[src/hdl/salc_pkg.sv]
package salc_pkg;

   localparam int ADDR_W       = 64;
   localparam int TAG_W        = 64;
   localparam int COUNT_W      = 32;
   localparam int SET_BITS_W   = 3;
   localparam int WAYS_W       = 4;
   localparam int BLOCK_BITS_W = 6;
   localparam int CSR_DATA_W   = 6;
   localparam int CSR_INDEX_W  = 2;

   localparam int DEF_MAX_SET_BITS = 6;
   localparam int DEF_MAX_WAYS     = 8;
   localparam int DEF_STAMP_WIDTH  = 32;

   localparam logic [CSR_INDEX_W-1:0] CSR_SET_BITS   = 2'd0;
   localparam logic [CSR_INDEX_W-1:0] CSR_WAYS       = 2'd1;
   localparam logic [CSR_INDEX_W-1:0] CSR_BLOCK_BITS = 2'd2;

   typedef enum logic [1:0] {
      OP_FETCH  = 2'd0,
      OP_LOAD   = 2'd1,
      OP_STORE  = 2'd2,
      OP_MODIFY = 2'd3
   } salc_op_type;

   typedef enum logic [2:0] {
      ST_CLEAR,
      ST_IDLE,
      ST_READ,
      ST_LOOKUP,
      ST_SCAN,
      ST_EVICT
   } salc_state_type;

   typedef struct packed {
      logic [SET_BITS_W-1:0]   set_bits;
      logic [WAYS_W-1:0]       ways_in_use;
      logic [BLOCK_BITS_W-1:0] block_bits;
   } salc_cfg_type;

   typedef struct packed {
      logic       done;
      logic [1:0] hits;
      logic       miss;
      logic       evict;
   } salc_event_type;

endpackage

[src/hdl/salc_stats.sv]
module salc_stats (
   input  logic                           clock,
   input  logic                           reset,
   input  salc_pkg::salc_event_type       ev,
   output logic                           rsp_strobe,
   output logic [1:0]                     rsp_hits_now,
   output logic                           rsp_missed_now,
   output logic                           rsp_evicted_now,
   output logic [salc_pkg::COUNT_W-1:0]   rsp_total_hits,
   output logic [salc_pkg::COUNT_W-1:0]   rsp_total_misses,
   output logic [salc_pkg::COUNT_W-1:0]   rsp_total_evictions
);
   import salc_pkg::*;

   logic [COUNT_W-1:0] hit_ff, hit_in;
   logic [COUNT_W-1:0] miss_ff, miss_in;
   logic [COUNT_W-1:0] evict_ff, evict_in;
   logic               strobe_ff;
   logic [1:0]         hits_now_ff;
   logic               missed_now_ff;
   logic               evicted_now_ff;
   logic [COUNT_W:0]   hit_sum;
   logic [COUNT_W:0]   miss_sum;
   logic [COUNT_W:0]   evict_sum;

   always_comb begin
      hit_sum   = {1'b0, hit_ff} + (COUNT_W + 1)'(ev.hits);
      miss_sum  = {1'b0, miss_ff} + (COUNT_W + 1)'(ev.miss);
      evict_sum = {1'b0, evict_ff} + (COUNT_W + 1)'(ev.evict);
      hit_in    = hit_sum[COUNT_W] ? '1 : hit_sum[COUNT_W-1:0];
      miss_in   = miss_sum[COUNT_W] ? '1 : miss_sum[COUNT_W-1:0];
      evict_in  = evict_sum[COUNT_W] ? '1 : evict_sum[COUNT_W-1:0];
   end

   always_ff @(posedge clock) begin
      if (reset) begin
         hit_ff    <= '0;
         miss_ff   <= '0;
         evict_ff  <= '0;
         strobe_ff <= 1'b0;
      end else begin
         strobe_ff <= ev.done;
         if (ev.done) begin
            hit_ff   <= hit_in;
            miss_ff  <= miss_in;
            evict_ff <= evict_in;
         end
      end
   end

   always_ff @(posedge clock) begin
      if (ev.done) begin
         hits_now_ff    <= ev.hits;
         missed_now_ff  <= ev.miss;
         evicted_now_ff <= ev.evict;
      end
   end

   assign rsp_strobe          = strobe_ff;
   assign rsp_hits_now        = hits_now_ff;
   assign rsp_missed_now      = missed_now_ff;
   assign rsp_evicted_now     = evicted_now_ff;
   assign rsp_total_hits      = hit_ff;
   assign rsp_total_misses    = miss_ff;
   assign rsp_total_evictions = evict_ff;

endmodule

[config.mk]
export PLATFORM = sky130hd
export DESIGN_NAME = salc_stats
export DESIGN_NICKNAME = d
export VERILOG_FILES = /design/src/hdl/salc_pkg.sv /design/src/hdl/salc_stats.sv
export SDC_FILE = /design/constraint.sdc
export NUM_CORES = 1
export LEC_CHECK = 0
export ABC_AREA = 1
export ABC_CLOCK_PERIOD_IN_PS = 1900
export BUFFER_PORTS_ARGS = -buffer_cell sky130_fd_sc_hd__buf_2
export CAP_MARGIN = 40
export CORE_MARGIN = 2
export CORE_UTILIZATION = 48
export DETAILED_ROUTE_END_ITERATION = 8
export PLACE_DENSITY = 0.73
export SLEW_MARGIN = 30
export SYNTH_ARGS = -nofsm -noshare
export SYNTH_HDL_FRONTEND = slang
export SYNTH_SLANG_ARGS = --single-unit
[constraint.sdc]
create_clock -name clock -period 1.9 [get_ports clock]
set_input_delay 0.285 -clock clock [delete_from_list [all_inputs] [get_ports clock]]
set_output_delay 0.285 -clock clock [all_outputs]
set_load 0.02 [all_outputs]
Word level (Yosys, flattened, before mapping)
Index checks and enable logic that the tools add are counted.
Storage, ports and cells
  bits in registers: 101
  word-level logic and storage cells: 13
Operators by class
  muxes and demuxes: 3
  add/sub/neg operators: 3
Operators with widths (number)
  32-bit 2-to-1 mux: 3
  32-bit by 1-bit adder with 33-bit output: 2
  32-bit by 2-bit adder with 33-bit output: 1

Logic depth before layout (Yosys ltp)
  word-level depth: 2
  mapped depth: 13
  depth with buffers taken out: 12

Worst setup path after synthesis
OpenSTA, ideal clock, no wires.
  path type: register to register
  start: reg hit_ff[0], in the netlist rsp_total_hits[0]
  end: reg hit_ff[30], in the netlist rsp_total_hits[30]
  path slack: -177 ps
  stages on the path, launching flop included: 14
  required time: 1843 ps
  arrival time: 2020 ps
  period minus slack after synthesis: 2077 ps
  library setup time: 57 ps
  path through: dfxtp_1 > ha_1 > inv_1 > fa_1 > inv_1 > nand2_2 > nor2_2 > nand3b_1 > nor2_2 > nand3_2 > buf_6 > nand3_1 > nand2_1 > inv_1
Between the ends
  longest elaborated chain between the ends: 2
RTL lines
  start, declared: RTL line salc_stats.sv:15  | logic [COUNT_W-1:0] hit_ff, hit_in;
  start signal, assigned: RTL line salc_stats.sv:44  | hit_ff <= hit_in;
  32-bit by 2-bit adder with 33-bit output: RTL line salc_stats.sv:27  | hit_sum = {1'b0, hit_ff} + (COUNT_W + 1)'(ev.hits);
  32-bit 2-to-1 mux: RTL line salc_stats.sv:30  | hit_in = hit_sum[COUNT_W] ? '1 : hit_sum[COUNT_W-1:0];
Every way passes these cells.
A chain may end at the register's enable or synchronous reset.

Final worst setup path
  start: reg hit_ff[0], in the netlist rsp_total_hits[0]
  end: reg hit_ff[21], in the netlist rsp_total_hits[21]
The elaborated chain is that of the path after synthesis.

==> flow_summary.ini <==
[clock_network]
clockRootBuffer = clkbuf_16
tritoncts = yes
cts_buffers = 9
hold_buffers = 0
cts_max_level = 3
clk_latency_ps = 360
cts_buffer_depth = 2
clock_sinks = 101
clk_transition_reported_paths_ps = 70

[finish]
nNetsFinal = 1093
final_cells = 1252
area_growth_pct = 27.2
drive_gt1_share_pct = 23.7
n_antenna_cell = 0

[setup_path]
reg2reg_from = rsp_total_hits[0]
r2r_cells = 13
startpoint_type = flip-flop
crit_fanout = 8
cp_slowest_cell = dfxtp_4
r2r_slack_ps = -80
worstSetupEndpointType = flip-flop
cp_slowest_stage_delay_ps = 360
cp.required_ps = 2220
crit_chain = ha_4 -> inv_2 -> fa_2 -> inv_2 -> nand2_4 -> nor2_4 -> nand3b_1 -> buf_4 -> inv_4 -> nand4_4 -> nand3b_1 -> nand2_1 -> inv_1
path_delay_family = simple AND/OR/NAND/NOR gates
cp.arrival_ps = 2290
critPathBufInv = 5
r2r_end = rsp_total_hits[21]
critPathKind = reg -> reg

[yosys]
synth.area.top_cells = dfxtp_1 33%, nand2_1 17%, inv_1 8.8%, nand3_1 8.5%, nor2_1 6.3%
syn-num-nets = 939
syn_area_sq_um = 5950
yosys.area.top_type = dfxtp_1
ys_seq_elements = 101
ys_warn_count = 0
yosysSeqAreaShare_pct = 34.7
yosys.cell_types.count = 31
synth_area_per_cell_sq_um = 6.43
synth_cells = 925
synth_top_area_share_pct = 32.6

[die]
dieArea_sq_um = 13300
chipWidth_um = 115
pin_count = 108
core_sq_um = 12100
fp-row-count = 40
start_util_pct = 49.3
die_h_um = 115

[global_route]
grt.overflow.total = 0
grt_start_max_net_pins = 47
grt_pass1_wl_um = 26200
grt_usage_pct = 24.6
grt_pass1_vias = 5602
antenna_found_initial = 0

[timing]
min_period_ps = 1980
finClkSkew_ps = 10.0
rsz0062_at_grt = yes
relSlewSlack_pct = 61.6
finalSetupViolCount = 22
hold_viol = 0
max_clock_freq_ghz = 0.506
tightest_slew_ps = 577
drv_slew = 0
worst_slack_ps = -78.1
post-route-period-util_pct = 104

[power_and_ir_drop]
peakVddDrop_uv = 436
leakage_nw = 3.53
total_power_mw = 4.33
power_density_nw_per_um2 = 572

[place]
place_congestion = 0.896
port_buffers = 107
dp_cells = 1226
dp_hpwl_um = 11900

[detailed_routing]
wire_per_inst_um = 12.9
viasPerCell = 5.04
wl_um = 16200
drc = 0
drt_iter0_drc = 409
antenna_left = 0
dr_total_vias = 6305
dr.pass1.iters = 5

[hold_path]
hold_start = ev[0]
holdPathStages = 1
holdPathEnd = rsp_evicted_now
worst_hold_path_type = in -> reg

[flow_run]
maxCapViolations = 0

[status]
violations = setup timing
status = finished with violations
sequential cells by signal, indices dropped and copies added, names as in the netlist:
name and cells:
rsp_hits_now 2, rsp_evicted_now 1, rsp_total_misses 32, rsp_total_hits 32, rsp_total_evictions 32, rsp_strobe 1, rsp_missed_now 1
layout by cell type, fill, tap and decap left out, types with 3 or more instances in the layout:
cell	instances
clkbuf_16	9
edfxtp_1	4
nand3b_1	12
nor3_1	11
o21ai_0	10
ha_4	3
nand3_1	89
dfxtp_2	3
dfxtp_1	93
nand2_2	3
nor2_2	13
buf_6	6
o21bai_1	3
nand4_1	23
xor2_1	10
nor2_1	96
nand2_1	261
buf_12	3
a21oi_2	12
xnor2_1	17
buf_2	107
inv_1	137
nor2_4	8
a31oi_1	12
a21oi_1	46
buf_4	48
clkbuf_8	3
nand3_2	17
nor3_2	3
or2_2	4
where the power goes:
group / internal (mW) / leakage [nW] / switching (mW)
Clock: 1.13 / 0.156 / 0.828
Combinational: 0.0724 / 2.55 / 0.134
Sequential: 2.15 / 0.823 / 0.0160
cell usage after synthesis, drive strengths merged:
master    n
nand2   266
a21oi    58
a31oi    12
edfxtp    4
ha        6
nand3   107
buf      12
dfxtp    97
clkbuf    9
o21ai    10
nor2    117
fa        1
nand4    24
nor3     14
o21bai    3
inv     141
nand3b   12
or2       5
xor2     10
xnor2    17
worst max path at each step:
stage / from / to / slack, ps / cells after the start
after floorplan: rsp_total_hits[0] / rsp_total_hits[30] / -9 / 13
after global placement: ev[2] / rsp_total_hits[29] / -50 / 13
after detailed placement: ev[2] / rsp_total_hits[11] / -150 / 12
after CTS: rsp_total_hits[0] / rsp_total_hits[23] / -30 / 13
after global routing: rsp_total_hits[0] / rsp_total_hits[23] / -180 / 13
final: rsp_total_hits[0] / rsp_total_hits[21] / -80 / 13
kinds of logic after synthesis:
group | after synthesis | synth area share [%]
compound gates | 83 | 7.99
fa+ha+maj | 7 | 1.60
flops | 101 | 34.7
xor+xnor | 27 | 3.97
buf+inv | 162 | 11.0
simple gates | 545 | 40.8
routing by layer:
layer	vias to the layer above	part of all wire, %	track usage [%]
li1	3241	-	-
met1	2860	46	32.3
met2	190	47	40.9
met3	14	5.9	5.17
met4	0	0.93	6.91
met5	-	0	0
repair_timing:
item | 4_1_cts | 5_1_grt
resized for setup | 17 | 31
cloned | 1 | 0
buffers inserted | 6 | 4
hold endpoints to repair | 0 | 0
pin swaps | 11 | 11
endpoints found under the setup margin | 29 | 82
layout make-up:
type | count | area, sq um
tap | 168 | 210
multi-input combinational | 662 | 3420
clock inverter | 3 | 43.8
timing repair buffer | 164 | 1020
clock buffer | 13 | 270
inverter | 141 | 534
sequential | 101 | 2070
fill | 1149 | 4490
worst reg2reg max path: stages, from the launching register on:
cell and delay, ps:
dfxtp_4 360, ha_4 130, inv_2 40, fa_2 360, inv_2 80, nand2_4 50
nor2_4 80, nand3b_1 150, buf_4 180, inv_4 70, nand4_4 180, nand3b_1 160
nand2_1 50, inv_1 40
stage by stage:
| step | setup WS [ps] | setup TNS [ps] | utilization, % | instance area, sq um | hold WS [ps] |
|---|---|---|---|---|---|
| final | -78.1 | -549 | 62.7 | 7570 | 122 |
| after global routing | -184 | -3960 | 62.7 | 7570 | 118 |
| after CTS | -32.4 | -208 | 61.6 | 7430 | 108 |
| after detailed placement | -151 | -3350 | 58.0 | 6990 | 484 |
| after global placement | -47.6 | -887 | 58.0 | 6990 | 479 |
| after floorplan | -9.34 | -44.1 | - | 5980 | 384 |
(Power assumes the default switching activity.)
