`config.mk`:
```
export PLATFORM = sky130hd
export DESIGN_NAME = salc_csr
export DESIGN_NICKNAME = d
export VERILOG_FILES = /design/src/hdl/salc_pkg.sv /design/src/hdl/salc_csr.sv
export SDC_FILE = /design/constraint.sdc
export NUM_CORES = 1
export LEC_CHECK = 0
export BUFFER_PORTS_ARGS = -buffer_cell sky130_fd_sc_hd__buf_4
export CAP_MARGIN = 20
export CORE_AREA = 10 10 47 49
export DETAILED_ROUTE_END_ITERATION = 10
export DIE_AREA = 0 0 57 59
export PLACE_DENSITY = 0.68
export SYNTH_ARGS = -nofsm -noshare
export SYNTH_HDL_FRONTEND = slang
export SYNTH_SLANG_ARGS = --single-unit
export TNS_END_PERCENT = 10
```
`constraint.sdc`:
```
create_clock -name clock -period 1.1 [get_ports clock]
set_input_delay 0.11 -clock clock [delete_from_list [all_inputs] [get_ports clock]]
set_output_delay 0.11 -clock clock [all_outputs]
set_load 0.05 [all_outputs]
```
`src/hdl/salc_pkg.sv`:
```
package salc_pkg;

   localparam int ADDR_W       = 64;
   localparam int TAG_W        = 64;
   localparam int COUNT_W      = 32;
   localparam int SET_BITS_W   = 3;
   localparam int WAYS_W       = 4;
   localparam int BLOCK_BITS_W = 6;
   localparam int CSR_DATA_W   = 6;
   localparam int CSR_INDEX_W  = 2;

   localparam int DEF_MAX_SET_BITS = 6;
   localparam int DEF_MAX_WAYS     = 8;
   localparam int DEF_STAMP_WIDTH  = 32;

   localparam logic [CSR_INDEX_W-1:0] CSR_SET_BITS   = 2'd0;
   localparam logic [CSR_INDEX_W-1:0] CSR_WAYS       = 2'd1;
   localparam logic [CSR_INDEX_W-1:0] CSR_BLOCK_BITS = 2'd2;

   typedef enum logic [1:0] {
      OP_FETCH  = 2'd0,
      OP_LOAD   = 2'd1,
      OP_STORE  = 2'd2,
      OP_MODIFY = 2'd3
   } salc_op_type;

   typedef enum logic [2:0] {
      ST_CLEAR,
      ST_IDLE,
      ST_READ,
      ST_LOOKUP,
      ST_SCAN,
      ST_EVICT
   } salc_state_type;

   typedef struct packed {
      logic [SET_BITS_W-1:0]   set_bits;
      logic [WAYS_W-1:0]       ways_in_use;
      logic [BLOCK_BITS_W-1:0] block_bits;
   } salc_cfg_type;

   typedef struct packed {
      logic       done;
      logic [1:0] hits;
      logic       miss;
      logic       evict;
   } salc_event_type;

endpackage

```
`src/hdl/salc_csr.sv`:
```
module salc_csr #(
   parameter int MAX_SET_BITS = salc_pkg::DEF_MAX_SET_BITS,
   parameter int MAX_WAYS     = salc_pkg::DEF_MAX_WAYS
) (
   input  logic                               clock,
   input  logic                               reset,
   input  logic                               csr_write,
   input  logic [salc_pkg::CSR_INDEX_W-1:0]   csr_index,
   input  logic [salc_pkg::CSR_DATA_W-1:0]    csr_data,
   output salc_pkg::salc_cfg_type             cfg
);
   import salc_pkg::*;

   salc_cfg_type cfg_ff;
   salc_cfg_type cfg_in;
   logic [SET_BITS_W-1:0] set_v;
   logic [WAYS_W-1:0]     ways_v;

   always_comb begin
      cfg_in = cfg_ff;
      set_v  = csr_data[SET_BITS_W-1:0];
      ways_v = csr_data[WAYS_W-1:0];
      if (csr_write) begin
         case (csr_index)
            CSR_SET_BITS: begin
               if (32'(set_v) > MAX_SET_BITS) begin
                  cfg_in.set_bits = SET_BITS_W'(MAX_SET_BITS);
               end else begin
                  cfg_in.set_bits = set_v;
               end
            end
            CSR_WAYS: begin
               if (ways_v == '0) begin
                  cfg_in.ways_in_use = WAYS_W'(1);
               end else if (32'(ways_v) > MAX_WAYS) begin
                  cfg_in.ways_in_use = WAYS_W'(MAX_WAYS);
               end else begin
                  cfg_in.ways_in_use = ways_v;
               end
            end
            CSR_BLOCK_BITS: cfg_in.block_bits = csr_data[BLOCK_BITS_W-1:0];
            default: cfg_in = cfg_ff;
         endcase
      end
   end

   always_ff @(posedge clock) begin
      if (reset) begin
         cfg_ff.set_bits    <= '0;
         cfg_ff.ways_in_use <= WAYS_W'(1);
         cfg_ff.block_bits  <= '0;
      end else begin
         cfg_ff <= cfg_in;
      end
   end

   assign cfg = cfg_ff;

endmodule

```
### Yosys cells after proc, flatten, opt, wreduce, memory -nomap -nowiden

Cells that the tools add are included.

* bitwise gates (word level): 0
* order comparisons: 2
* $add $sub $neg: 0
* equal/unequal tests: 2
* shifts and indexed selects: 0
* multiply operators: 0
* reduce and logical (&&, ||, !) cells: 5
* div/mod/pow operators: 0
* mux-type cells: 3

Operators by type and width (number)
* 2-to-1 mux 4 bit: 2
* AND reduction 2 bit: 3
* > comparator 4 bit, second input constant: 1
* logical NOT 4 bit: 1
* > comparator 3 bit, second input constant: 1
* 2-to-1 mux 3 bit: 1
* equality test 2 x 1 -> 1 bit, second input constant: 1
* equality test 2 bit, second input constant: 1
* logical NOT 2 bit: 1

* input bits: 11
* bits in latches: 0
* output and inout port bits: 13
* memories: 0
* flip-flop bits (word level): 13
* bits in writable memories: 0
* bits in read-only memories: 0

### Logic depth before layout (Yosys ltp)

Gate-level depths: netlist (run 1).

* depth after elaboration: 3
* gate-level depth with buffers: 3

### Worst setup path before layout (run 1)

No wires, ideal clock.

* kind: register -> register
* start point: register cfg[0] (netlist name)
* end point: register cfg_ff, in the netlist cfg[0]
* data arrival time: 0.827 ns
* data required time: 1.034 ns
* cell stages (with the launch flop): 3
* period minus slack after synthesis: 0.893 ns
* path slack: 0.207 ns
* cell sequence: dfxtp_1 > mux2i_1 > nor2_1

RTL lines
* to (signal assigned): RTL line salc_csr.sv:53 `cfg_ff <= cfg_in;`
* to (decl): RTL line salc_csr.sv:14 `salc_cfg_type cfg_ff;`

### Worst setup path in the final report (run 1)

* start point: register cfg_ff, in the netlist cfg[1]
* end point: output port cfg[1] (netlist bit)

RTL lines
* to (decl): RTL line salc_csr.sv:10 `output salc_pkg::salc_cfg_type cfg`

No word-level cell between the ends.

==> results of run 1 <==
cells by family after synthesis:
family	after synthesis	share of synthesized area, %
compound gates	5	5.43
buf+inv	1	0.740
flops	13	51.4
mux	9	17.8
simple gates	21	24.7
report_power, final:
part / internal [mW] / switching [mW] / total [mW]
Clock: 0.141 / 0.156 / 0.297
Combinational: 0.0675 / 0.104 / 0.171
Sequential: 0.486 / 0.00785 / 0.494
Total: 0.694 / 0.268 / 0.962
stage by stage:
step | cells | hold WS (ns) | util [%]
finish | 91 | 0.0469 | 51.5
global route | 91 | 0.0528 | 51.5
CTS | 91 | 0.0387 | 51.5
detailed placement | 87 | 0.345 | 49.6
global placement | 87 | 0.340 | 49.6
floorplan | 49 | 0.179 | -
routing by layer:
layer	global-route usage, %	part of all wire [%]	vias to the layer above
met5	0	0	-
met4	6.04	1.0	0
met3	4.51	12	2
met2	11.6	46	17
met1	8.20	41	195
li1	-	-	220
cell type report:
type,count,area (um2),share of cell area (%)
Clock buffer,4,26.3,3.64
Multi-Input combinational cell,35,243,33.6
Timing Repair Buffer,23,173,23.9
Tap cell,16,20.0,2.77
Sequential cell,13,260,36.0
final timing paths:
kind                             from             endpoint  cells after the start
setup / recovery  cfg[1]$_SDFFE_PP0P_               cfg[1]                      1
hold / removal            csr_data[3]  cfg[6]$_SDFFE_PP1P_                      2
setup reg to reg  cfg[6]$_SDFFE_PP1P_  cfg[6]$_SDFFE_PP1P_                      2
hold reg to reg   cfg[8]$_SDFFE_PP0P_  cfg[8]$_SDFFE_PP0P_                      2
cells in the final DEF (no fill, tap or decap), drive strengths merged:
master,n
nor2,11
a21oi,4
clkbuf,4
nand3b,2
nand3,1
dfxtp,13
or3b,2
nand2b,1
nand2,3
buf,23
nor3b,1
o31ai,1
mux2i,9
==> results.toml, run 1 <==
[finish]
design_area_um2 = 722
syn_to_final_growth_pct = 42.5
drive_above_1_share_pct = 38.7
nNetsFinal = 87
num_antenna_cells = 0
largest_reg_flops = 13
fillers = 150

[die]
coreArea_um2 = 1400
fp-row-count = 14
die_y_um = 59
initial_utilization_pct = 36.2
pin_count = 24
die_width_um = 57
dieArea_um2 = 3360

[setup_path]
end_kind = "output pin"
crit_fanout = 2
arrival_ns = 0.82
cp_data_required_time_ns = 0.99
worst_setup_path_start_kind = "flop"
path_delay_family = "flip-flops"
cpPeakStageDelay_ns = 0.34
setup.worst_path.class = "flop to output pin"
worstPathCellList = "buf_4"
crit_slowest_cell = "dfxtp_1"
cp_num_buf_inv = 1
reg2reg_setup_slack_ns = 0.49

[placement]
place_hpwl_um = 980
dpl_worst_slack_ns = 0.0941
gp_congestion = 0.671
place_area_um2 = 696
port-buffer-count = 23

[yosys]
syn_avg_cell_area_um2 = 10.3
ys_seq_area_share_pct = 51.4
synth_nets = 60
synth-edff-count = 0
yosys-top-cells-area = "dfxtp_1, mux2i_1, nor2_1"
ys_ff_latch = 13
yosys_warnings = 0
yosysTopAreaCell = "dfxtp_1"
synth_top_cell_area_share_pct = 51.4
yosysUniqueCellTypes = 13
yosysMostFrequentCell = "dfxtp_1"
async_reset_ff_share_pct = 0
syn_inst = 49
synthFlopType = "dfxtp_1"
synthTopCellsByCount = "dfxtp_1, nor2_1, mux2i_1"
netlist_area_um2 = 507

[timing]
fin_crit_sh_pct = 84.7
setup_slack_ns = 0.168
finalSetupViolCount = 0
fmax_mhz = 1070
finalSetupTns_ns = 0
rsz0062_at_grt = "no"
drv_slew = 0
finalHoldViolCount = 0
worst_slew_pin_slew_ns = 0.336
relSlewSlack_pct = 77.5
clock_skew_ns = 0
period_needed_ns = 0.932

[power]
fin_total_pwr_mw = 0.962
p_leak_nw = 0.365
ir_drop_uv = 666
p_per_area_nw_per_um2 = 1330

[global_route]
grtUsageTotal_pct = 7.91
grt_pass1_wl_um = 2110
grt_max_degree = 14
antenna_found_initial = 0
grt_pass1_vias = 463
grt_overflow = 0

[clock_tree]
cts.htree.levels = 1
root_buffer = "clkbuf_4"
cts_tree = "done"
clk_path_buf_depth = 2
clk_pin_slew_worst_paths_ns = 0.08
cts_buffers = 3
hold_buffers = 0
cts_sinks = 13
ctsResizeCount = 0
cts_setup_buffers = 0
insertion_delay_ns = 0.27

[run_status]
outcome = "finished clean"

[route]
vias = 434
ant_nets = 0
drt_iter0_drc = 4
first_pass_iters = 4
viasPerCell = 4.77
wirelength_um = 1270
wl_per_cell_um = 14.0
drc = 0

[min_path]
hold_class = "primary input to flop"

[job]
maxCapViolCount = 0
Power figures use the tool's default switching activity.
==> run 2, diff against run 1 <==
Settings changed: ABC_AREA set to 1, CORE_AREA 10 10 47 49 to not set, CORE_MARGIN set to 10, CORE_UTILIZATION set to 40, DIE_AREA 0 0 57 59 to not set, PLACE_DENSITY 0.68 to 0.72.
Clock period 1.1 ns to 0.8 ns, I/O delays scaled along.
==> run 2 against run 1 <==
The run now ends with negative setup slack left. Synthesized cell count grew 84%. Highest routed layer unchanged. Cell area grew 27%. Clock-buffer cell count is the same. Synthesized area grew 12%. Largest cell class is now non-clock buffers. Routed wire length grew 9.8%. Non-clock buffer count grew 4. Critical path type unchanged. Utilization grew 18 points. Largest power group unchanged. Critical path depth is the same. Combinational power grew 130%. Global-route usage grew 0.23 points. Clock skew is the same.
==> results.toml, run 2 <==
[run_status]
outcome = "finished with violations"
violations = "negative setup slack"

[timing]
period_needed_ns = 0.847
fmax_mhz = 1180
worst_slew_pin_slew_ns = 0.281
rsz0062_at_grt = "yes"
clock_skew_ns = 0
fin_crit_sh_pct = 106
finalSetupTns_ns = -0.503
setup_slack_ns = -0.0467
relSlewSlack_pct = 81.2
drv_slew = 0
finalSetupViolCount = 13
finalHoldViolCount = 0
whs_ns = 0.00155

[route]
drc = 0
wl_per_cell_um = 10.4
wirelength_um = 1390
drt_iter0_drc = 7
ant_nets = 0
vias = 574
viasPerCell = 4.28
first_pass_iters = 4

[finish]
fillers = 115
multi_input_area_um2 = 233
design_area_um2 = 915
drive_above_1_share_pct = 36.1
nNetsFinal = 131
syn_to_final_growth_pct = 61.7
regArea_um2 = 277
instances_no_fill = 134
mostFrequentLayoutCells = "nor2_1, nand2_1, inv_1, buf_4"
num_antenna_cells = 0
largest_reg_flops = 13
post-route-util_pct = 69.4

[power]
p_leak_nw = 0.493
p_per_area_nw_per_um2 = 1650
ir_drop_uv = 1040
fin_total_pwr_mw = 1.51

[setup_path]
cp_data_required_time_ns = 0.72
arrival_ns = 0.77
worstPathCellList = "buf_8"
worst_setup_path_start_kind = "flop"
path_delay_family = "flip-flops"
cpPeakStageDelay_ns = 0.35
end_kind = "output pin"
crit_fanout = 2
cp_num_buf_inv = 1
worst-r2r-cell-count = 4
reg2reg_from = "cfg[1]$_SDFFE_PP0P_"
r2r-end = "cfg[1]$_SDFFE_PP0P_"
setup.worst_path.class = "flop to output pin"
reg2reg_setup_slack_ns = 0.14
crit_slowest_cell = "dfxtp_2"

[clock_tree]
cts_sinks = 13
cts.htree.levels = 1
insertion_delay_ns = 0.26
cts_tree = "done"
cts_setup_buffers = 0
cts_buffers = 3
clk_path_buf_depth = 2
hold_buffers = 0
clk_pin_slew_worst_paths_ns = 0.08
root_buffer = "clkbuf_4"

[yosys]
yosysUniqueCellTypes = 9
synthTopCellsByCount = "nand2_1, nor2_1, inv_1"
yosys_warnings = 0
ys_seq_area_share_pct = 46.0
synthFlopType = "dfxtp_1"
yosysTopAreaCell = "dfxtp_1"
synth_top_cell_area_share_pct = 46.0
syn_avg_cell_area_um2 = 6.28
ys_ff_latch = 13
synth-edff-count = 0
synth_nets = 101
syn_inst = 90
netlist_area_um2 = 566
async_reset_ff_share_pct = 0
yosys-top-cells-area = "dfxtp_1, nand2_1, nor2_1"

[die]
die_width_um = 57.6
die_y_um = 57.6
pin_count = 24
dieArea_um2 = 3320
coreArea_um2 = 1320
fp-row-count = 13
initial_utilization_pct = 42.9

[global_route]
grt_max_degree = 13
grtUsageTotal_pct = 8.14
grt_overflow = 0
antenna_found_initial = 0
grt_pass1_vias = 516
grt_pass1_wl_um = 2190

[placement]
port-buffer-count = 23
dp.cells = 130
dpl_worst_slack_ns = -0.0336
gp_congestion = 0.724
place_area_um2 = 776
place_hpwl_um = 1080

[job]
maxCapViolCount = 0

[min_path]
hold-path-endpoint = "cfg[6]$_SDFFE_PP1P_"
min_path_cells = 3
hold_class = "primary input to flop"
hp-start = "reset"
-- run 2: cell types whose count changed in the layout (fill, tap and decap cells not counted), moves of 13 or more --
| cell | previous run | this run |
|---|---|---|
| dfxtp_1 | 13 | 0 |
| nand2_1 | 3 | 25 |
| inv_1 | 0 | 16 |
| dfxtp_2 | 0 | 13 |
| buf_8 | 0 | 13 |
| nor2_1 | 11 | 25 |
-- run 2: cells by family after synthesis --
family / count (synthesis) / share of synthesized area (%)
simple gates: 54 / 36.7
buf+inv: 18 / 12.8
flops: 13 / 46.0
compound gates: 5 / 4.42
-- run 2: metal layers --
layer	vias to the layer above	GRT usage [%]	wire, um
li1	320	-	-
met3	2	5.09	153
met5	-	0	0
met1	237	8.92	613
met4	0	3.02	13
met2	15	12.4	613
-- run 2: final cells by class --
| cell class | instances | share of cell area, % |
|---|---|---|
| Sequential cell | 13 | 30.2 |
| Inverter | 16 | 6.57 |
| Timing Repair Buffer | 27 | 32.8 |
| Clock buffer | 4 | 2.87 |
| Multi-Input combinational cell | 59 | 25.4 |
| Tap cell | 15 | 2.05 |
-- run 2: timing repair --
action                                  CTS  global route
resized for setup                        38             0
endpoints found under the setup margin   13            13
pin swaps                                 0             0
-- run 2: report_power, final --
part	internal [mW]	switching [mW]	leakage, nW
clock	0.193	0.210	0.0150
sequential	0.688	0.0285	0.111
combinational	0.168	0.221	0.367
-- run 2: how the worst max path moves through the flow --
stage                         startpoint                   end  slack [ns]  cells after the start
floorplan            cfg[8]$_SDFFE_PP0P_   cfg[8]$_SDFFE_PP0P_       -0.12                      4
global placement            csr_index[0]  cfg[10]$_SDFFE_PP0P_       -0.03                      5
detailed placement          csr_index[0]  cfg[10]$_SDFFE_PP0P_       -0.03                      5
CTS                 cfg[10]$_SDFFE_PP0P_               cfg[10]       -0.06                      1
global route        cfg[10]$_SDFFE_PP0P_               cfg[10]       -0.08                      1
finish              cfg[12]$_SDFFE_PP0P_               cfg[12]       -0.05                      1
-- run 2: tightest hold or removal path, stage by stage --
cell,delay [ns]
buf_4,0.08
a21oi_1,0.03
nand2_1,0.04
