===== config.mk =====
export PLATFORM = sky130hd
export DESIGN_NAME = salc_line_mem
export DESIGN_NICKNAME = d
export VERILOG_FILES = /design/src/hdl/salc_line_mem.sv
export SDC_FILE = /design/constraint.sdc
export NUM_CORES = 1
export LEC_CHECK = 0
export ABC_CLOCK_PERIOD_IN_PS = 3100
export CAP_MARGIN = 40
export CORE_MARGIN = 2
export CORE_UTILIZATION = 25
export DETAILED_ROUTE_END_ITERATION = 6
export DONT_BUFFER_PORTS = 1
export SYNTH_ARGS = -nofsm -noshare
export SYNTH_HDL_FRONTEND = slang
export SYNTH_SLANG_ARGS = --single-unit

===== constraint.sdc =====
create_clock -name clock -period 3.1 [get_ports clock]
set_input_delay 0.31 -clock clock [delete_from_list [all_inputs] [get_ports clock]]
set_output_delay 0.31 -clock clock [all_outputs]
set_load 0.1 [all_outputs]

===== src/hdl/salc_line_mem.sv =====
module salc_line_mem #(
   parameter int DEPTH  = 64,
   parameter int ADDR_B = 6,
   parameter int ROW_W  = 8
) (
   input  logic              clock,
   input  logic              rd_en,
   input  logic [ADDR_B-1:0] rd_addr,
   output logic [ROW_W-1:0]  rd_data,
   input  logic              wr_en,
   input  logic [ADDR_B-1:0] wr_addr,
   input  logic [ROW_W-1:0]  wr_data
);

   logic [ROW_W-1:0] mem [DEPTH];
   logic [ROW_W-1:0] rd_data_ff;

   always_ff @(posedge clock) begin
      if (wr_en) begin
         mem[wr_addr] <= wr_data;
      end
   end

   always_ff @(posedge clock) begin
      if (rd_en) begin
         rd_data_ff <= mem[rd_addr];
      end
   end

   assign rd_data = rd_data_ff;

endmodule


# After elaboration in Yosys (flattened, before gate mapping)
# Memory sizes are Yosys's and may differ from the RTL's. A register that Yosys moved wholly into a read port is not among the register bits.
# Index checks and enable logic that the tools add are counted.
# op_classes
mux,2
# ops
operator,n
$mux 1,2
# word_totals
reg_bits,0
ram_bits,512
out_inout_bits,8
wordCells,3
memories,1
# mem_list
memory,words,width,rd,rd_ports_with_merged_regs,wr,line_no,text
mem,64,8,1,1,1,15,logic [ROW_W-1:0] mem [DEPTH];

# Logic depth before layout (Yosys ltp)
# Gate-level depths: netlist of the first run.
# logic_depth
word_depth,2
mapped_depth,9
depth_no_buf,5

# Least setup slack after synthesis of the first run
# Ideal clock, no wire load.
# synth_timing
kind,input port to flip-flop
startpoint,input rd_addr[1]
endpoint,"register rd_data_ff[3], in the netlist rd_data[3], read port of mem, data pin"
setup_ps,266
arrival_ps,1850
required_time_ps,2834
setup_slack_ps,984
path_stages,7
path_cell_list,buf_4 buf_2 buf_2 mux4_2 mux4_2 o21ai_1 o41ai_1
# synth_rtl
element,line_no,text
"start, declared",8,"input logic [ADDR_B-1:0] rd_addr,"
"end, declared",16,logic [ROW_W-1:0] rd_data_ff;

==> results of run 1 <==
## final timing paths
path / start / endpoint / cells past startpoint / slack, ns
worst max-delay path: mem[3][5]$_DFFE_PP_ / rd_data[5]$_DFFE_PP_ / 5 / 0.57
worst min register to register: mem[31][4]$_DFFE_PP_ / rd_data[4]$_DFFE_PP_ / 3 / 0.96
worst min-delay path: rd_addr[3] / rd_data[7]$_DFFE_PP_ / 2 / 0.06
worst max register to register: mem[3][5]$_DFFE_PP_ / rd_data[5]$_DFFE_PP_ / 5 / 0.57
## what timing repair did
action                                  in CTS  in global routing
endpoints found under the setup margin       0                  0
hold buffers                                16                  0
endpoints found under the hold margin      533                  0
## cell families after synthesis
kind of cell,Yosys count,synth area share
compound gates,54,0.02064
buf+inv,51,0.01563
flops,520,0.7712
mux,162,0.1588
simple gates,153,0.03374
## power groups by stage
stage                     combinational, mW  clock [mW]  sequential (mW)
final                                 0.679        5.96             7.83
after global routing                  0.722        6.35             7.83
after CTS                             0.689        6.08             7.83
after detailed placement              0.530           0             7.98
after global placement                0.403           0             8.04
after floorplan                       0.415           0             8.03
## sequential cells by signal, summed over array words and instances (netlist names)
register / flops
mem: 512
rd_data: 8
## through the flow
stage / cell area, sq um / util
after floorplan: 20250 / -
after global placement: 21620 / 0.2689
after detailed placement: 21850 / 0.2717
after CTS: 23740 / 0.2952
after global routing: 23740 / 0.2952
final: 23740 / 0.2952
## metal layers
metal  vias to the layer above  routed length [um]
met5                         -                   0
met4                         0                1308
met3                        79                2645
met2                       290               22330
met1                      5159               19700
li1                       4088                   -
## cell type report
cell class              instances  area [sq um]
clock inverters                29         274.0
flip-flops and latches        520         15620
clock buffers                  61          1314
well taps                    1060          1326
multi-input cells             369          4315
fillers                      7758         56680
repair buffers                 74         895.9
## placed cells by master (no fill, tap or decap), drive strengths merged, types with 3 or more instances in the layout
cell type | netlist | layout
edfxtp | 520 | 520
dlygate4sd3 | 0 | 8
o2111ai | 3 | 3
a211oi | 4 | 4
bufinv | 0 | 5
nand3b | 3 | 3
clkinv | 0 | 19
clkinvlp | 0 | 3
nand3 | 13 | 13
o221ai | 8 | 8
nand2 | 19 | 19
nor2b | 14 | 14
mux2 | 13 | 13
a22oi | 3 | 3
o2bb2ai | 3 | 3
mux4 | 126 | 126
o22ai | 8 | 8
mux2i | 23 | 23
nor2 | 83 | 83
nor3 | 7 | 7
o21ai | 4 | 4
a21oi | 3 | 3
nand2b | 7 | 7
a221oi | 6 | 6
clkbuf | 17 | 61
buf | 34 | 66
==> reports/qor.txt, run 1 <==
CLOCK NETWORK
------------------------------------------------------------------------------------------
Clock Latency Late Sink                                                            0.60 ns
Count of clock tree sinks                                                              520
Clock edge transition at the registers on the reported setup and hold paths        0.06 ns
TritonCTS clock tree                                                                   yes
Cts bufs inserted                                                                       50
Clock root buffer master                                                         clkbuf_16
Number of setup buffers added after CTS                                                  0
Post-cts resize count                                                                    0
Number of buffers on the longest clock path                                              3
H-tree lvl count                                                                         2

DRT
------------------------------------------------------------------------------------------
Average wire per standard cell                                                    21.76 um
Vias after detailed routing                                                          9,616
# DRC                                                                                    0
Drt initial violations                                                                 897
Number of optimization iterations in the first detailed-route pass                       5
Final Routed Wirelength                                                           45.99 mm
Residual antenna-violating net count after detailed routing                              0
Via-per-instance ratio                                                               4.551

FLOORPLAN
------------------------------------------------------------------------------------------
Initial core utilization                                                            0.2518
Total die area                                                                83,280 sq um
Core ar.                                                                      80,420 sq um
Number of primary I/O pins                                                              31
Floorplan row count                                                                    104
Die boundary height                                                               288.6 um
Die X                                                                             288.6 um

LOGIC SYNTHESIS
------------------------------------------------------------------------------------------
Area share of the largest cell type after synthesis                                 0.7712
Count of distinct cell types in the synthesized netlist                                 39
Post-synth net total                                                                   963
Top cells by area, synth                                                      edfxtp_1, mux4_2, nor2_1
Sequential cell area fraction in the yosys report                                   0.7712
Number of enable-type register cells in the synthesized netlist                        520
Ys flop type                                                                      edfxtp_1
Post-synthesis cell type with the largest combined area                           edfxtp_1
Synth Instances                                                                        940
Proportion of register bits with asynchronous set or reset after synthesis               0
Synthesized area per cell                                                      21.54 sq um
Commonest cells post-synth                                                    edfxtp_1, mux4_2, nor2_1, mux2i_1, nand2_1
Top-count cell post-synth                                                         edfxtp_1
Number of warning messages in the yosys log                                              0
Yosys reg bits                                                                         520
Cell area after synthesis                                                     20,250 sq um

CRITICAL PATH
------------------------------------------------------------------------------------------
Worst-path fanout max                                                                    1
Setup Crit Path Kind                                                               reg2reg
Critical Path Max Stage Delay                                                      0.61 ns
CP endpoint kind                                                                  register
Crit path max-delay cell type                                                    a2111oi_0
Crit path cell chain                                                          mux4_2 -> nor2b_1 -> a2111oi_0 -> o41ai_1 -> dlygate4sd3_1
Crit path required time                                                            3.45 ns
Crit path arrival time                                                             2.88 ns
Critical Path Start Type                                                          register
Largest delay contributor family on the critical path                         compound AO/OA/AOI/OAI gates
Worst path buffer plus inverter count                                                    1

STA
------------------------------------------------------------------------------------------
Clock skew after layout                                                         0.02765 ns
Relative max-transition margin                                                      0.4089
Final min period                                                                  2.531 ns
Summed negative setup slack over all endpoints                                        0 ns
Setup repair after global routing missed its margin                                     no
Final max-slew violation count                                                           0
Final setup violation count                                                              0
Min setup slack post-route                                                       0.5688 ns
Max Freq                                                                        0.3951 GHz
Final hold violation count                                                               0
Final worst-path cycle share                                                        0.8165
Final hold slack                                                                0.06476 ns
Worst Tran Pin Value                                                             0.8835 ns

POWER AND IR DROP
------------------------------------------------------------------------------------------
P_leak                                                                            7.244 nW
Net switching power                                                               2.923 mW
Clk pwr share                                                                        0.412
Power share of the combinational group                                               0.047
Total internal power                                                              11.54 mW
Sequential cell fraction of total power                                              0.541
Areal power density over the cells                                            609.2 nW/um^2
Largest vdd supply drop                                                          0.2953 mV
Final Total Pwr                                                                   14.46 mW
Net switching share of the total power                                              0.2021

GLOBAL ROUTING
------------------------------------------------------------------------------------------
Overflow left after global routing                                                       0
Met1 Use GR                                                                         0.1482
Tot GR Track Use                                                                    0.1118
Busiest grt layer                                                                     met2
Number of antenna violations at the first check in global routing                        0
Wire length of the first global-routing pass                                      68.54 mm
Met2 Track Usage GR                                                                 0.1831
Pin count of the biggest net entering global routing                                   138
Met3 GRT Util                                                                      0.02330
Vias in the first global route                                                       9,941

HOLD PATH
------------------------------------------------------------------------------------------
Classification of the worst-slack hold path                                         in2reg

PLACE
------------------------------------------------------------------------------------------
Setup WS pre-CTS                                                                 0.8475 ns
Last weighted congestion value of the routability-driven placer                     0.7616
Count of input and output buffers                                                        0
Detailed Place HPWL                                                               27.04 mm
Cell count after placement                                                           2,007

LAYOUT
------------------------------------------------------------------------------------------
Final net count                                                                      1,038
Final cell count without fillers                                                     2,113
Synthesis-to-layout area growth                                                     17.25%
Fraction of final layout cells with drive strength greater than 1                   0.2621
Ant. Diodes                                                                              0

STATUS
------------------------------------------------------------------------------------------
Result of the run                                                                completed

FLOW RUN
------------------------------------------------------------------------------------------
Max-cap violations                                                                       0

No activity file was read; power rests on OpenSTA's default activity.
==> run 2: changes to the inputs <==
- ABC_CLOCK_PERIOD_IN_PS: 3100 -> 2400
- clock period: 3.1 -> 2.4 ns (I/O delays scaled with it)
==> run 2 against run 1 <==
Net effect: sequential share of layout area is 0.079 points lower; clock-buffer cell count is 2 lower; first-iteration DRC count is 11% higher; routed wire length is 0.40% lower; setup slack worse by 0.39 ns.
==> reports/qor.txt, run 2 (synthesis results as in run 1) <==
PLACE
------------------------------------------------------------------------------------------
Last weighted congestion value of the routability-driven placer                     0.7375   -3.2%
Count of input and output buffers                                                        0   unchanged
Detailed Place HPWL                                                               26.71 mm   -1.2%

CRITICAL PATH
------------------------------------------------------------------------------------------
Launching point of the worst reg2reg path                                     mem[3][5]$_DFFE_PP_
Crit path max-delay cell type                                                    a2111oi_1
Critical Path Max Stage Delay                                                      0.65 ns   +0.04 ns
CP endpoint kind                                                                  register
Largest delay contributor family on the critical path                         compound AO/OA/AOI/OAI gates
Crit path cell chain                                                          mux4_2 -> nor2b_1 -> a2111oi_1 -> o41ai_1
Logic depth of the worst register-to-register path                                       4   -1
Worst-path fanout max                                                                    1   unchanged
Capturing point of the worst reg2reg path                                     rd_data[5]$_DFFE_PP_
Crit path required time                                                            2.66 ns   -0.79 ns
Critical Path Start Type                                                          register
Slack of the worst reg-to-reg path                                                 0.18 ns   -0.39 ns
Crit path arrival time                                                             2.48 ns   -0.40 ns
Setup Crit Path Kind                                                               reg2reg
Worst path buffer plus inverter count                                                    0   -1

FLOORPLAN
------------------------------------------------------------------------------------------
Die boundary height                                                               288.6 um   unchanged
Initial core utilization                                                            0.2518   unchanged
Floorplan row count                                                                    104   unchanged
Total die area                                                                83,280 sq um   unchanged
Die X                                                                             288.6 um   unchanged
Number of primary I/O pins                                                              31   unchanged
Core ar.                                                                      80,420 sq um   unchanged

LAYOUT
------------------------------------------------------------------------------------------
Synthesis-to-layout area growth                                                     17.40%
Number of flip-flops under the largest register name                                   512   unchanged
Most frequent standard cell in the layout excluding fill and tap cells            edfxtp_1
Commonest cells after routing, fill and taps aside                            edfxtp_1, mux4_2, buf_4, nor2_1, clkbuf_16
Biggest register                                                                       mem
Final net count                                                                      1,066   +2.7%
Fillers                                                                              7,819   +0.79%
Ant. Diodes                                                                              0   unchanged
Fraction of final layout cells with drive strength greater than 1                   0.2789   +0.01675

STA
------------------------------------------------------------------------------------------
Summed negative setup slack over all endpoints                                        0 ns   unchanged
Final min period                                                                  2.222 ns   -0.3088 ns
Final worst-path cycle share                                                        0.9260   +0.1095
Final hold violation count                                                               0   unchanged
Worst Tran Pin Value                                                             0.7895 ns   -0.09392 ns
Setup repair after global routing missed its margin                                     no
Final setup violation count                                                              0   unchanged
Clock skew after layout                                                         0.01156 ns   -0.01609 ns
Max Freq                                                                        0.4500 GHz   +14%
Final max-slew violation count                                                           0   unchanged
Final hold slack                                                                0.03656 ns   -0.02820 ns
Relative max-transition margin                                                      0.4600   +0.05118

CLOCK NETWORK
------------------------------------------------------------------------------------------
Number of buffers on the longest clock path                                              3   unchanged
TritonCTS clock tree                                                                   yes
Clock Latency Late Sink                                                            0.57 ns   -0.03 ns
Clock edge transition at the registers on the reported setup and hold paths        0.06 ns   about the same
H-tree lvl count                                                                         2   unchanged
Count of clock tree sinks                                                              520   unchanged
Clock root buffer master                                                         clkbuf_16
Cts bufs inserted                                                                       51   +2.0%

GLOBAL ROUTING
------------------------------------------------------------------------------------------
Tot GR Track Use                                                                    0.1096   -0.002211
Wire length of the first global-routing pass                                      67.56 mm   -1.4%
Number of antenna violations at the first check in global routing                        1   +1
Vias in the first global route                                                       9,883   -0.58%
Pin count of the biggest net entering global routing                                   138   unchanged
Overflow left after global routing                                                       0   unchanged

POWER AND IR DROP
------------------------------------------------------------------------------------------
Areal power density over the cells                                            777.9 nW/um^2   +28%
P_leak                                                                            7.321 nW   +1.1%
Largest vdd supply drop                                                          0.4374 mV   +48%

HOLD PATH
------------------------------------------------------------------------------------------
Classification of the worst-slack hold path                                         in2reg
Hold path startpoint                                                            wr_data[2]
Number of stages on the worst hold path                                                  1   -1
Worst Hold End                                                                mem[23][2]$_DFFE_PP_

DRT
------------------------------------------------------------------------------------------
Drt initial violations                                                                 997   +11%
Final Routed Wirelength                                                           45.80 mm   -0.40%
Residual antenna-violating net count after detailed routing                              0   unchanged
Vias after detailed routing                                                          9,701   +0.88%
Average wire per standard cell                                                    21.37 um   -1.8%
Number of optimization iterations in the first detailed-route pass                       5   unchanged
# DRC                                                                                    0   unchanged
Via-per-instance ratio                                                               4.527   -0.53%

FLOW RUN
------------------------------------------------------------------------------------------
Max-cap violations                                                                       0   unchanged

STATUS
------------------------------------------------------------------------------------------
Result of the run                                                                completed

==> run 2: cell count changes in the layout (fill, tap and decap cells not counted), moves of 2 or more <==
cell and change:
buf_4 +34, buf_16 -8, clkinv_1 +5, clkbuf_1 -2, clkinv_2 +2, clkinvlp_4 -2
inv_6 +2
==> run 2: through the flow <==
stage / cells / setup WS [ns] / utilization / power, mW / area, sq um
finish: 2143 / 0.1776 / 0.2956 / 18.49 / 23770
global route: 2143 / 0.1524 / 0.2956 / 19.05 / 23770
CTS: 2143 / 0.07677 / 0.2956 / 18.69 / 23770
detailed placement: 2033 / 0.1527 / 0.2722 / 10.93 / 21890
global placement: 2033 / 0.1517 / 0.2722 / 10.93 / 21890
floorplan: 940 / 0.3537 / - / 10.91 / 20250
==> run 2: how the worst max path moves through the flow <==
stage	from	end	slack, ns	depth (start not counted)
floorplan	rd_addr[1]	rd_data[3]$_DFFE_PP_	0.35	7
global route	mem[2][5]$_DFFE_PP_	rd_data[5]$_DFFE_PP_	0.15	4
CTS	mem[3][5]$_DFFE_PP_	rd_data[5]$_DFFE_PP_	0.08	4
global placement	rd_addr[0]	rd_data[5]$_DFFE_PP_	0.15	4
finish	mem[3][5]$_DFFE_PP_	rd_data[5]$_DFFE_PP_	0.18	4
detailed placement	mem[3][5]$_DFFE_PP_	rd_data[5]$_DFFE_PP_	0.15	4
==> run 2: final cells by class <==
type	instances	area (sq um)	area share
clock buffer	59	1306	0.05496
clock inverter	34	264.0	0.01111
multi-input combinational	369	4317	0.1816
sequential	520	15620	0.6569
tap	1060	1326	0.05580
timing repair buffer	101	940.9	0.03959
==> run 2: where the power goes <==
group / leakage (nW) / switching, mW / internal, mW / total, mW
combinational: 1.86 / 0.479 / 0.366 / 0.845
sequential: 4.69 / 0.0193 / 10.1 / 10.1
clock: 0.772 / 3.24 / 4.31 / 7.55
==> run 2: worst register-to-register path: stages, from the launching register on <==
cell	delay, ns
edfxtp_1	0.36
mux4_2	0.46
nor2b_1	0.17
a2111oi_1	0.65
o41ai_1	0.27
==> run 2: metal layers <==
layer / routed length, um / share of wire / track usage / vias up
met3: 2637 / 0.058 / 0.02054 / 77
met1: 20010 / 0.44 / 0.1496 / 5197
met5: 0 / 0 / 0 / -
met4: 1296 / 0.028 / 0.03660 / 0
li1: - / - / - / 4145
met2: 21850 / 0.48 / 0.1762 / 282
==> run 2: repair_timing <==
action                     4_1_cts  5_1_grt
setup endpoints to repair        0        1
hold buffers                    17        0
buffers inserted                 0        0
resized for setup                0        1
hold endpoints to repair       539        0
